## src/sv/mpr_pkg.sv

```systemverilog
package mpr_pkg;

    localparam int CHANNELS = 4;
    localparam int FRAMES = 16384;
    localparam int SINE_TABLE_BITS = 8;
    localparam int ADDR_W = $clog2(FRAMES);
    localparam int POS_W = ADDR_W + 1;
    localparam int SAMPLE_W = 16;
    localparam int FRAME_W = SAMPLE_W * CHANNELS;
    localparam int CFG_W = 15;
    localparam int PHASE_W = SINE_TABLE_BITS + 1;

    typedef enum logic [1:0] {
        CMD_TICK = 2'd0,
        CMD_ARM = 2'd1,
        CMD_DISARM = 2'd2,
        CMD_READ = 2'd3
    } cmd_t;

    typedef enum logic [2:0] {
        REG_MODE = 3'd0,
        REG_START = 3'd1,
        REG_END = 3'd2,
        REG_FADE = 3'd3,
        REG_REGION = 3'd4
    } reg_index_t;

    typedef enum logic [1:0] {
        MODE_OVERWRITE = 2'd0,
        MODE_OVERDUB = 2'd1,
        MODE_PUNCH = 2'd2,
        MODE_HOLD = 2'd3
    } mode_t;

    typedef enum logic [3:0] {
        ST_CLEAR,
        ST_IDLE,
        ST_READ,
        ST_DIV,
        ST_SINE,
        ST_WRITE,
        ST_DONE
    } state_t;

    // Controller to datapath.
    typedef struct packed {
        logic clear_step;
        logic capture;
        logic mem_read;
        logic div_start;
        logic div_step;
        logic sine_start;
        logic sine_step;
        logic commit;
        logic result_load;
    } cmd_bus_t;

    // Datapath to controller.
    typedef struct packed {
        logic clear_done;
        logic need_fade;
        logic div_done;
        logic sine_done;
        logic is_read;
    } status_bus_t;

    localparam logic [CFG_W-1:0] END_RESET = CFG_W'(16383);
    localparam logic [CFG_W-1:0] FADE_RESET = CFG_W'(2205);

endpackage

```

## src/sv/mpr_ctrl.sv

```systemverilog
module mpr_ctrl
(
    input  logic                  clk,
    input  logic                  rst_n,
    input  logic                  in_valid,
    output logic                  in_stall,
    output logic                  out_valid,
    input  logic                  out_stall,
    input  mpr_pkg::status_bus_t  status,
    output mpr_pkg::cmd_bus_t     cmd
);
    import mpr_pkg::*;

    state_t state_reg, state_next;
    logic out_valid_reg, out_valid_next;

    always_ff @(posedge clk or negedge rst_n)
    begin
        if (!rst_n)
        begin
            state_reg <= ST_CLEAR;
            out_valid_reg <= 1'b0;
        end
        else
        begin
            state_reg <= state_next;
            out_valid_reg <= out_valid_next;
        end
    end

    assign out_valid = out_valid_reg;
    assign in_stall = (state_reg != ST_IDLE);

    always_comb
    begin
        state_next = state_reg;
        out_valid_next = out_valid_reg && out_stall;
        cmd = '0;
        unique case (state_reg)
            ST_CLEAR:
            begin
                cmd.clear_step = 1'b1;
                if (status.clear_done)
                begin
                    state_next = ST_IDLE;
                end
            end
            ST_IDLE:
            begin
                if (in_valid)
                begin
                    cmd.capture = 1'b1;
                    state_next = ST_READ;
                end
            end
            ST_READ:
            begin
                cmd.mem_read = 1'b1;
                if (status.need_fade)
                begin
                    cmd.div_start = 1'b1;
                    state_next = ST_DIV;
                end
                else
                begin
                    state_next = ST_WRITE;
                end
            end
            ST_DIV:
            begin
                cmd.div_step = 1'b1;
                if (status.div_done)
                begin
                    cmd.sine_start = 1'b1;
                    state_next = ST_SINE;
                end
            end
            ST_SINE:
            begin
                cmd.sine_step = 1'b1;
                if (status.sine_done)
                begin
                    state_next = ST_WRITE;
                end
            end
            ST_WRITE:
            begin
                if (!out_valid_reg || !out_stall)
                begin
                    cmd.commit = 1'b1;
                    cmd.result_load = 1'b1;
                    out_valid_next = 1'b1;
                    state_next = ST_IDLE;
                end
            end
            default:
            begin
                state_next = ST_IDLE;
            end
        endcase
    end

endmodule

```

## config.mk

```make
export PLATFORM = sky130hd
export DESIGN_NAME = mpr_ctrl
export DESIGN_NICKNAME = d
export VERILOG_FILES = /design/src/sv/mpr_pkg.sv /design/src/sv/mpr_ctrl.sv
export SDC_FILE = /design/constraint.sdc
export NUM_CORES = 1
export LEC_CHECK = 0
export BUFFER_PORTS_ARGS = -buffer_cell sky130_fd_sc_hd__buf_2
export CELL_PAD_IN_SITES_DETAIL_PLACEMENT = 1
export CELL_PAD_IN_SITES_GLOBAL_PLACEMENT = 1
export CORE_AREA = 2 2 39 41
export DETAILED_ROUTE_END_ITERATION = 8
export DIE_AREA = 0 0 41 43
export GPL_TIMING_DRIVEN = 0
export PLACE_DENSITY_LB_ADDON = 0.1
export SLEW_MARGIN = 40
export SYNTH_ARGS = -nofsm -noshare
export SYNTH_HDL_FRONTEND = slang
export SYNTH_SLANG_ARGS = --single-unit
export TNS_END_PERCENT = 50
```

## constraint.sdc

```tcl
create_clock -name clk -period 1.4 [get_ports clk]
set_input_delay 0 -clock clk [delete_from_list [all_inputs] [get_ports clk]]
set_output_delay 0 -clock clk [all_outputs]
set_load 0.05 [all_outputs]
```

======== Yosys cells after proc, flatten, opt, wreduce, memory -nomap -nowiden ========
Index checks and enable logic that the tools add are counted.
word-level totals
  output and inout port bits .............. 11
  input port bits ......................... 9
  bits in registers ....................... 5
  word-level logic and storage cells ...... 38
operators by class
  equal/unequal tests ..................... 11
  multiplexer cells ....................... 19
  reduce and logical (&&, ||, !) cells .... 6
operator list
  cell                                                                    count
  4-bit case mux with 6 select lines                                      1
  4-bit two-way mux                                                       5
  2-bit != test (second input constant)                                   5
  4-bit by 2-bit equality test with 1-bit output (second input constant)  2
  4-bit by 3-bit equality test with 1-bit output (second input constant)  2
  1-bit two-way mux                                                       8
  2-bit two-way mux                                                       4
  5-bit AND reduction                                                     1
  4-bit by 1-bit equality test with 1-bit output (second input constant)  1
  4-bit logical NOT                                                       1
  4-bit by 1-bit != test with 1-bit output (second input constant)        1
  3-bit two-way mux                                                       1
  1-bit logical NOT                                                       2
  1-bit logical AND                                                       1
  1-bit logical OR                                                        1

======== Logic depth before layout (Yosys ltp) ========
Gate-level depths: netlist of run 1.
  depth after elaboration ................. 4
  depth in mapped cells ................... 5
  depth with buffers taken out ............ 3

======== Worst setup path after synthesis of run 1 ========
Ideal clock, no wire load.
  kind .................................... register to output
  from .................................... reg state_reg[1]
  to ...................................... out cmd[1] (netlist name)
  path slack .............................. -0.648 ns
  arrival time ............................ 2.048 ns
  stages on the path, launching flop included .. 6
  required time ........................... 1.400 ns
  buffers on the path ..................... 2
  cells stage by stage .................... dfrtp_1 -> buf_6 -> nand2b_4 -> or2_2 -> a21oi_1 -> buf_4
RTL lines
  item                    RTL line        source
  start, declared         mpr_ctrl.sv:14  state_t state_reg, state_next;
  start signal, assigned  mpr_ctrl.sv:26  state_reg <= state_next;
  end, declared           mpr_ctrl.sv:10  output mpr_pkg::cmd_bus_t cmd

==> results of run 1 <==
## synthesized netlist by cell type (all sizes together)
library cell / instances / share of area, %
o21bai: 1 / 2.5
and2: 1 / 2.1
nand2b: 2 / 6.6
buf: 3 / 7.9
mux2: 1 / 5.0
or2: 1 / 2.1
nor3: 3 / 5.0
and3: 1 / 2.1
nand2: 3 / 3.7
inv: 3 / 3.7
a2bb2oi: 1 / 5.0
dfrtp: 4 / 33
nor2: 5 / 6.2
mux2i: 1 / 3.3
a21oi: 5 / 9.5
a211oi: 1 / 2.5
## cells by family after synthesis
group / count (synthesis) / share of synthesized area (%)
flip-flops: 4 / 33.06
buffers and inverters: 6 / 11.57
AND/OR/NAND/NOR: 16 / 27.69
multiplexers: 2 / 8.263
AO/OA/AOI/OAI: 8 / 19.42
## through the flow
stage	cell area, µm²	hold WS, ns	setup TNS [ns]	std cells	util [%]
6_report	491.7	0.006396	-0.04517	75	35.53
4_1_cts	488.0	0.003246	-0.1352	75	35.26
3_3_place_gp	430.4	-0.1940	-0.005571	70	31.10
3_5_place_dp	430.4	-0.1901	-0.01688	70	31.10
2_1_floorplan	320.3	-0.2956	-0.7490	36	-
5_1_grt	491.7	0.01782	-0.2538	75	35.53
## worst min-delay path, cell delays in order
cell and delay, ns:
buf_2 0.09, inv_1 0.05, a2bb2oi_2 0.04
## area by class of cell
| type | instances | area (µm²) | share of cell area (%) |
|---|---|---|---|
| sequential | 4 | 100.1 | 20.36 |
| inverter | 3 | 11.26 | 2.290 |
| tap | 16 | 20.02 | 4.071 |
| timing repair buffer | 21 | 137.6 | 27.99 |
| clock buffer | 3 | 22.52 | 4.580 |
| buffer | 2 | 12.51 | 2.545 |
| multi-input combinational | 26 | 187.7 | 38.17 |
## path summary, 6_finish.rpt
| path | from | to | slack [ns] | depth (start not counted) |
|---|---|---|---|---|
| max | state_reg[1]$_DFFE_PN0P_ | cmd[1] | -0.05 | 5 |
| min | status[1] | state_reg[0]$_DFFE_PN0P_ | 0.006 | 3 |
| max reg2reg | state_reg[1]$_DFFE_PN0P_ | state_reg[0]$_DFFE_PN0P_ | 0.15 | 4 |
| min reg2reg | out_valid$_DFF_PN0_ | out_valid$_DFF_PN0_ | 0.55 | 2 |
| max in group asynchronous | rst_n | state_reg[0]$_DFFE_PN0P_ | 1.17 | 2 |
| min in group asynchronous | rst_n | out_valid$_DFF_PN0_ | 0.12 | 2 |
## layer usage
| metal | wire length [µm] | up-vias |
|---|---|---|
| met5 | 0 | - |
| met4 | 0 | 0 |
| met3 | 58 | 0 |
| met2 | 388 | 11 |
| met1 | 329 | 150 |
| li1 | - | 167 |
## repair_timing
item / CTS / global route
cloned: 0 / 0
gates resized for setup: 6 / 4
hold buffers: 1 / 0
pin swaps: 0 / 1
endpoints found under the setup margin: 3 / 6
setup buffers: 1 / 1
endpoints found under the hold margin: 4 / 0
==> results_dict.tcl, run 1 <==
set metrics [dict create \
    std_cell_rows 14 \
    die_area_um2 1763 \
    final_period_minus_worst_setup_slack_ns 1.445 \
    vias 328 \
    drtPass1Iterations 4 \
    cts_tree "built" \
    crit_required_ns 1.40 \
    fillers 174 \
    routedWlPerCell_um 10.33 \
    finalSetupViolations 1 \
    max_freq_ghz 0.6920 \
    crit_family "simple AND/OR/NAND/NOR gates" \
    seq_area_frac_synth_pct 33.06 \
    drive_above_1_share_pct 57.63 \
    hold_class "primary input to flop" \
    use_met1_pct 14.61 \
    grt_pass1_vias 308 \
    netlist_instances 36 \
    clock_tree.buffer_depth 2 \
    dieHeight_um 43 \
    endpoint_kind "output pin" \
    grt_remaining_overflow 0 \
    maxCapViolations 0 \
    clk_pin_slew_ns 0.04 \
    worst_pin_slew_ns 0.2642 \
    cts_htree_levels 1 \
    hold_viol_final 0 \
    area_delta_synth_final_pct 62.40 \
    final_common_cell "buf_2" \
    most-common-layout-cells "buf_2 (13), buf_4 (6), clkbuf_4 (5)" \
    io_buffers 18 \
    critPathMaxFanout 4 \
    routabilityCongestion 0.6876 \
    violations "setup timing" \
    die_w_um 41 \
    layout.nets 70 \
    core-area_um2 1384 \
    use_met3_pct 1.571 \
    max_stage_delay_ns 0.41 \
    grt_use_met2_pct 14.69 \
    slowest_stage "dfrtp_1" \
    wirelength_um 775 \
    cp_cell_sequence "nand2b_4 > or2_4 > a21oi_2 > buf_4 > buf_8" \
    crit_buf_inv 2 \
    relSlewSlack_pct 82.38 \
    ant_nets 0 \
    n_antenna_cell 0 \
    largest_register_ffs 3 \
    synth_nets 45 \
    avgViaCountPerCell 4.373 \
    grt_max_degree 11 \
    worstSetupPathType "flop to output pin" \
    initial_core_util_pct 21.88 \
    synth_area_per_cell_um2 8.411 \
    slew_violations 0 \
    worstSkewPairLatency_ns 0.22 \
    synthesis.area_um2 302.8 \
    critPathArrivalTime_ns 1.45 \
    grt.total_usage_pct 10.17 \
    cts_buffers 3 \
    pre_cts_ws_ns -0.01688 \
    fin_ws_ns -0.04517 \
    rsz0062_at_grt "yes" \
    fin_crit_sh_pct 103.2 \
    yosys_warnings 0 \
    drc 0 \
    drtIter0Drc 1 \
    status "finished with violations" \
    antenna_found_initial 0 \
    cts.sinks 4 \
    fin_skew_ns 0.0008728 \
    synth_cell_types 20 \
    cts-root-buf "clkbuf_4" \
    grt_pass1_wl_um 1255 \
    top_usage_layer "met2" \
    io-pin-count 20 \
    dpl.hpwl_um 630.1 \
    crit_path_start_kind "flop" \
    synth-seq-cells 4 \
]
Power of run 1 is left out: the tool's default activity adds up to more than one toggle a clock period on the data nets, which glitch-free logic cannot reach.
==> run 2: changes to the inputs <==
==> constraint.sdc (replaced) <==
create_clock -name clk -period 1.4 [get_ports clk]
set_input_delay 0.07 -clock clk [delete_from_list [all_inputs] [get_ports clk]]
set_output_delay 0.07 -clock clk [all_outputs]
set_load 0.05 [all_outputs]
==> run 2 against run 1 <==
The run still ends with setup timing left. Non-clock buffer count increased by 3. Global-route usage grew 3.4 points. Sequential share of layout area fell by 2.0 points. Die area unchanged. Largest cell class unchanged.
==> results_dict.tcl, run 2 (synthesis gave the netlist of run 1 again) <==
set metrics [dict create \
    status "finished with violations" \
    violations "setup timing" \
    wirelength_um 931 \
    worstReg2RegEnd "state_reg[0]$_DFFE_PN0P_" \
    initial_core_util_pct 21.88 \
    drtIter0Drc 0 \
    slew_violations 0 \
    cts_buffers 3 \
    routedWlPerCell_um 11.94 \
    utilization_pct 39.96 \
    grt_pass1_wl_um 1559 \
    grt_remaining_overflow 0 \
    critPathMaxFanout 4 \
    drc 0 \
    powerDensity_nw_per_um2 2927 \
    drive_above_1_share_pct 64.52 \
    io_buffers 18 \
    worstSkewPairLatency_ns 0.24 \
    pwr-share-seq_pct 16.2 \
    final_common_cell "buf_2" \
    cts_tree "built" \
    whs_endpoint "state_reg[0]$_DFFE_PN0P_" \
    leakage_nw 0.2875 \
    cts_htree_levels 1 \
    avgViaCountPerCell 4.603 \
    whs_path_depth 3 \
    cts-root-buf "clkbuf_4" \
    crit_required_ns 1.33 \
    vias 359 \
    combPwrFrac_pct 74.8 \
    maxCapViolations 0 \
    sw_frac_of_total_pct 54.19 \
    worst_pin_slew_ns 0.2327 \
    max_freq_ghz 0.6740 \
    largest_register_ffs 3 \
    timing.rr.start "state_reg[1]$_DFFE_PN0P_" \
    die_area_um2 1763 \
    drtPass1Iterations 1 \
    critPathArrivalTime_ns 1.41 \
    crit_path_start_kind "flop" \
    most-common-layout-cells "buf_2 (11), buf_4 (10), nor2_1 (4)" \
    peakVddDrop_mv 1.031 \
    layout.nets 73 \
    area_delta_synth_final_pct 82.64 \
    grt_pass1_vias 362 \
    hold_viol_final 0 \
    fin_skew_ns 0.005593 \
    rsz0062_at_grt "yes" \
    fin_crit_sh_pct 106.0 \
    die_w_um 41 \
    finalSetupViolations 2 \
    relSlewSlack_pct 84.37 \
    std_cell_rows 14 \
    internal-power_uw 741.5 \
    dpl.hpwl_um 667.7 \
    whs_ns 0.06966 \
    hold_class "primary input to flop" \
    worstSetupPathType "flop to output pin" \
    power.total_mw 1.619 \
    core-area_um2 1384 \
    clkPwrFrac_pct 9.0 \
    dieHeight_um 43 \
    cts.sinks 4 \
    endpoint_kind "output pin" \
    clk_pin_slew_ns 0.04 \
    rrSetupSlack_ns 0.19 \
    ant_nets 0 \
    routabilityCongestion 0.6907 \
    reg2regPathDepth 5 \
    antenna_found_initial 0 \
    grt.total_usage_pct 13.61 \
    final_period_minus_worst_setup_slack_ns 1.484 \
    min_from "status[1]" \
    power.switching_uw 877.3 \
    n_antenna_cell 0 \
    clock_tree.buffer_depth 2 \
    fin_ws_ns -0.08377 \
    pre_cts_ws_ns -0.08947 \
    grt_max_degree 11 \
    io-pin-count 20 \
]
==> run 2: worst max-delay path by stage <==
| stage | from | endpoint | slack, ns | cells past startpoint |
|---|---|---|---|---|
| after floorplan | state_reg[0]$_DFFE_PN0P_ | cmd[8] | -0.35 | 2 |
| after global placement | state_reg[1]$_DFFE_PN0P_ | cmd[1] | -0.08 | 6 |
| after detailed placement | state_reg[1]$_DFFE_PN0P_ | cmd[1] | -0.09 | 6 |
| after CTS | state_reg[1]$_DFFE_PN0P_ | cmd[1] | -0.14 | 6 |
| after global routing | state_reg[1]$_DFFE_PN0P_ | cmd[1] | -0.16 | 5 |
| final | state_reg[0]$_DFFE_PN0P_ | cmd[1] | -0.08 | 5 |
==> run 2: critical path, cell delays in order, from the launching register on <==
cell and delay (ns):
dfrtp_1 0.44, inv_1 0.12, or2_4 0.26, a21oi_4 0.12, buf_6 0.11, buf_8 0.13
==> run 2: through the flow <==
step | std cells | area (µm²) | TNS (ns)
6_report | 78 | 553.0 | -0.1398
5_1_grt | 78 | 553.0 | -0.3260
4_1_cts | 77 | 529.3 | -0.2880
3_5_place_dp | 70 | 439.2 | -0.09869
3_3_place_gp | 70 | 439.2 | -0.07752
2_1_floorplan | 36 | 329.1 | -0.7471
==> run 2: layout make-up <==
class	count	area (µm²)
plain buffers	2	18.77
flip-flops and latches	4	101.3
repair buffers	24	170.2
clock buffers	3	22.52
multi-input cells	26	209.0
inverters	3	11.26
well taps	16	20.02
fillers	172	830.8
==> run 2: repair_timing <==
| item | 4_1_cts | 5_1_grt |
|---|---|---|
| buffers inserted | 3 | 2 |
| endpoints found under the setup margin | 9 | 9 |
| endpoints found under the hold margin | 4 | 0 |
| pin swaps | 0 | 1 |
| resized for setup | 13 | 6 |
| hold buffers | 1 | 0 |
==> run 2: power groups by stage <==
| stage | Combinational (mW) | Clock (mW) | Sequential (mW) |
|---|---|---|---|
| floorplan | 0.787 | 0 | 0.284 |
| finish | 1.21 | 0.146 | 0.262 |
| CTS | 1.16 | 0.151 | 0.256 |
| detailed placement | 1.02 | 0 | 0.254 |
| global route | 1.29 | 0.161 | 0.277 |
| global placement | 1.01 | 0 | 0.251 |
==> run 2: layer usage <==
metal,track usage (%),up-vias,wire (µm)
li1,-,172,-
met1,14.33,167,338
met2,21.88,18,497
met3,6.283,2,80
met4,6.000,0,14
met5,0,-,0
(Power assumes the default switching activity.)
==> run 3: changes to the inputs <==
==> constraint.sdc (replaced) <==
create_clock -name clk -period 1.4 [get_ports clk]
set_input_delay 0.07 -clock clk [delete_from_list [all_inputs] [get_ports clk]]
set_output_delay 0.07 -clock clk [all_outputs]
set_load 0.01 [all_outputs]
==> run 3 against run 2 <==
First-iteration DRC count up 1. Hold slack better by 0.0028 ns. Critical path depth unchanged. The flow still finishes with violations (setup timing). Largest power group unchanged. Critical path type unchanged. Combinational power down 50%. Global-route usage down 2.5 points. Critical endpoint unchanged. Utilization down 7.1 points. Non-clock buffer count down 4. Clock power down 3%.
==> results_dict.tcl, run 3 (synthesis gave the netlist of run 1 again) <==
set metrics [dict create \
    finalSetupViolations 1 \
    peakVddDrop_mv 0.6144 \
    crit_required_ns 1.33 \
    grt_pass1_wl_um 1248 \
    slew_violations 0 \
    powerDensity_nw_per_um2 2192 \
    area_delta_synth_final_pct 50.41 \
    multi_input_area_um2 173.9 \
    initial_core_util_pct 21.88 \
    die_area_um2 1763 \
    critPathMaxFanout 3 \
    worstSetupPathType "flop to output pin" \
    ant_nets 0 \
    cts_buffers 3 \
    cts_htree_levels 1 \
    hold_class "primary input to flop" \
    crit_path_start_kind "flop" \
    avgViaCountPerCell 4.203 \
    dpl.hpwl_um 629.9 \
    pre_cts_ws_ns -0.007354 \
    largest_register_ffs 3 \
    regArea_um2 101.3 \
    fillers 174 \
    cts-root-buf "clkbuf_4" \
    worstSkewPairLatency_ns 0.23 \
    antenna_found_initial 0 \
    status "finished with violations" \
    drc 0 \
    wirelength_um 804 \
    layout.nets 69 \
    cts_tree "built" \
    max_freq_ghz 0.7004 \
    io_buffers 18 \
    final_period_minus_worst_setup_slack_ns 1.428 \
    dieHeight_um 43 \
    routedWlPerCell_um 10.86 \
    most-common-layout-cells "buf_2 (18), nor2_1 (5)" \
    fin_skew_ns 0.002844 \
    endpoint_kind "output pin" \
    std_cell_rows 14 \
    grt_max_degree 11 \
    io-pin-count 20 \
    grt_pass1_vias 312 \
    rsz0062_at_grt "yes" \
    drtPass1Iterations 3 \
    routabilityCongestion 0.6107 \
    cts.sinks 4 \
    whs_ns 0.07243 \
    relSlewSlack_pct 86.01 \
    die_w_um 41 \
    drive_above_1_share_pct 53.45 \
    n_antenna_cell 0 \
    drtIter0Drc 1 \
    fin_cells 74 \
    fin_ws_ns -0.02784 \
    dp_cells 70 \
    clk_pin_slew_ns 0.04 \
    worst_pin_slew_ns 0.2087 \
    leakage_nw 0.2535 \
    grt.total_usage_pct 11.07 \
    violations "setup timing" \
    clock_tree.buffer_depth 2 \
    critPathArrivalTime_ns 1.36 \
    final_common_cell "buf_2" \
    core-area_um2 1384 \
    fin_crit_sh_pct 102.0 \
    hold_viol_final 0 \
    vias 311 \
    maxCapViolations 0 \
    grt_remaining_overflow 0 \
]
==> run 3: cell types whose count changed in the layout (fill, tap and decap cells not counted), sizes merged <==
cell | previous run | this run
buf | 25 | 21
==> run 3: repair_timing <==
item / CTS / global route
buffers inserted: 1 / 0
pin swaps: 0 / 1
hold endpoints to repair: 4 / 0
endpoints found under the setup margin: 3 / 4
resized for setup: 3 / 1
hold buffers: 1 / 0
==> run 3: per-stage QoR <==
step / TNS, ns / total power [mW] / area (µm²) / utilization, %
after global routing: -0.1333 / 1.088 / 455.4 / 32.91
after detailed placement: -0.007354 / 0.8484 / 412.9 / 29.84
after floorplan: 0 / 0.6499 / 302.8 / -
after CTS: -0.1826 / 1.050 / 465.4 / 33.63
after global placement: 0 / 0.8451 / 412.9 / 29.84
final: -0.02784 / 0.9981 / 455.4 / 32.91
==> run 3: layer usage <==
layer  vias up  routed length, µm  track usage (%)
met5         -                  0                0
met4         0                  0            10.00
met3         0                 62            2.094
met2        13                368            14.37
met1       134                373            14.56
li1        164                  -                -
==> run 3: power breakdown <==
| group | leakage [nW] | switching, mW | internal, mW | total, mW |
|---|---|---|---|---|
| Combinational | 0.192 | 0.307 | 0.301 | 0.608 |
| Sequential | 0.0481 | 0.0716 | 0.176 | 0.248 |
| Clock | 0.0138 | 0.0466 | 0.0959 | 0.142 |
==> run 3: path summary, 6_finish.rpt <==
check                      slack [ns]                     start  cells past startpoint                       end
min                              0.07                 status[1]                      3  state_reg[0]$_DFFE_PN0P_
min reg2reg                      0.55       out_valid$_DFF_PN0_                      2       out_valid$_DFF_PN0_
max in group asynchronous        1.11                     rst_n                      2  state_reg[2]$_DFFE_PN0P_
max reg2reg                      0.19  state_reg[1]$_DFFE_PN0P_                      4  state_reg[0]$_DFFE_PN0P_
max                             -0.03  state_reg[1]$_DFFE_PN0P_                      5                    cmd[1]
min in group asynchronous        0.17                     rst_n                      2       out_valid$_DFF_PN0_
==> run 3: area by class of cell <==
class	count	share of cell area, %
Tap cell	16	4.396
Inverter	3	2.473
Buffer	2	2.747
Clock buffer	3	4.945
Timing Repair Buffer	20	25.00
Multi-Input combinational cell	26	38.19
Sequential cell	4	22.25
==> run 3: worst max-delay path, stage by stage (launching register included) <==
cell and delay [ns]:
dfrtp_1 0.39, nand2b_4 0.16, or2_4 0.25, a21oi_2 0.12, buf_4 0.12, buf_6 0.09
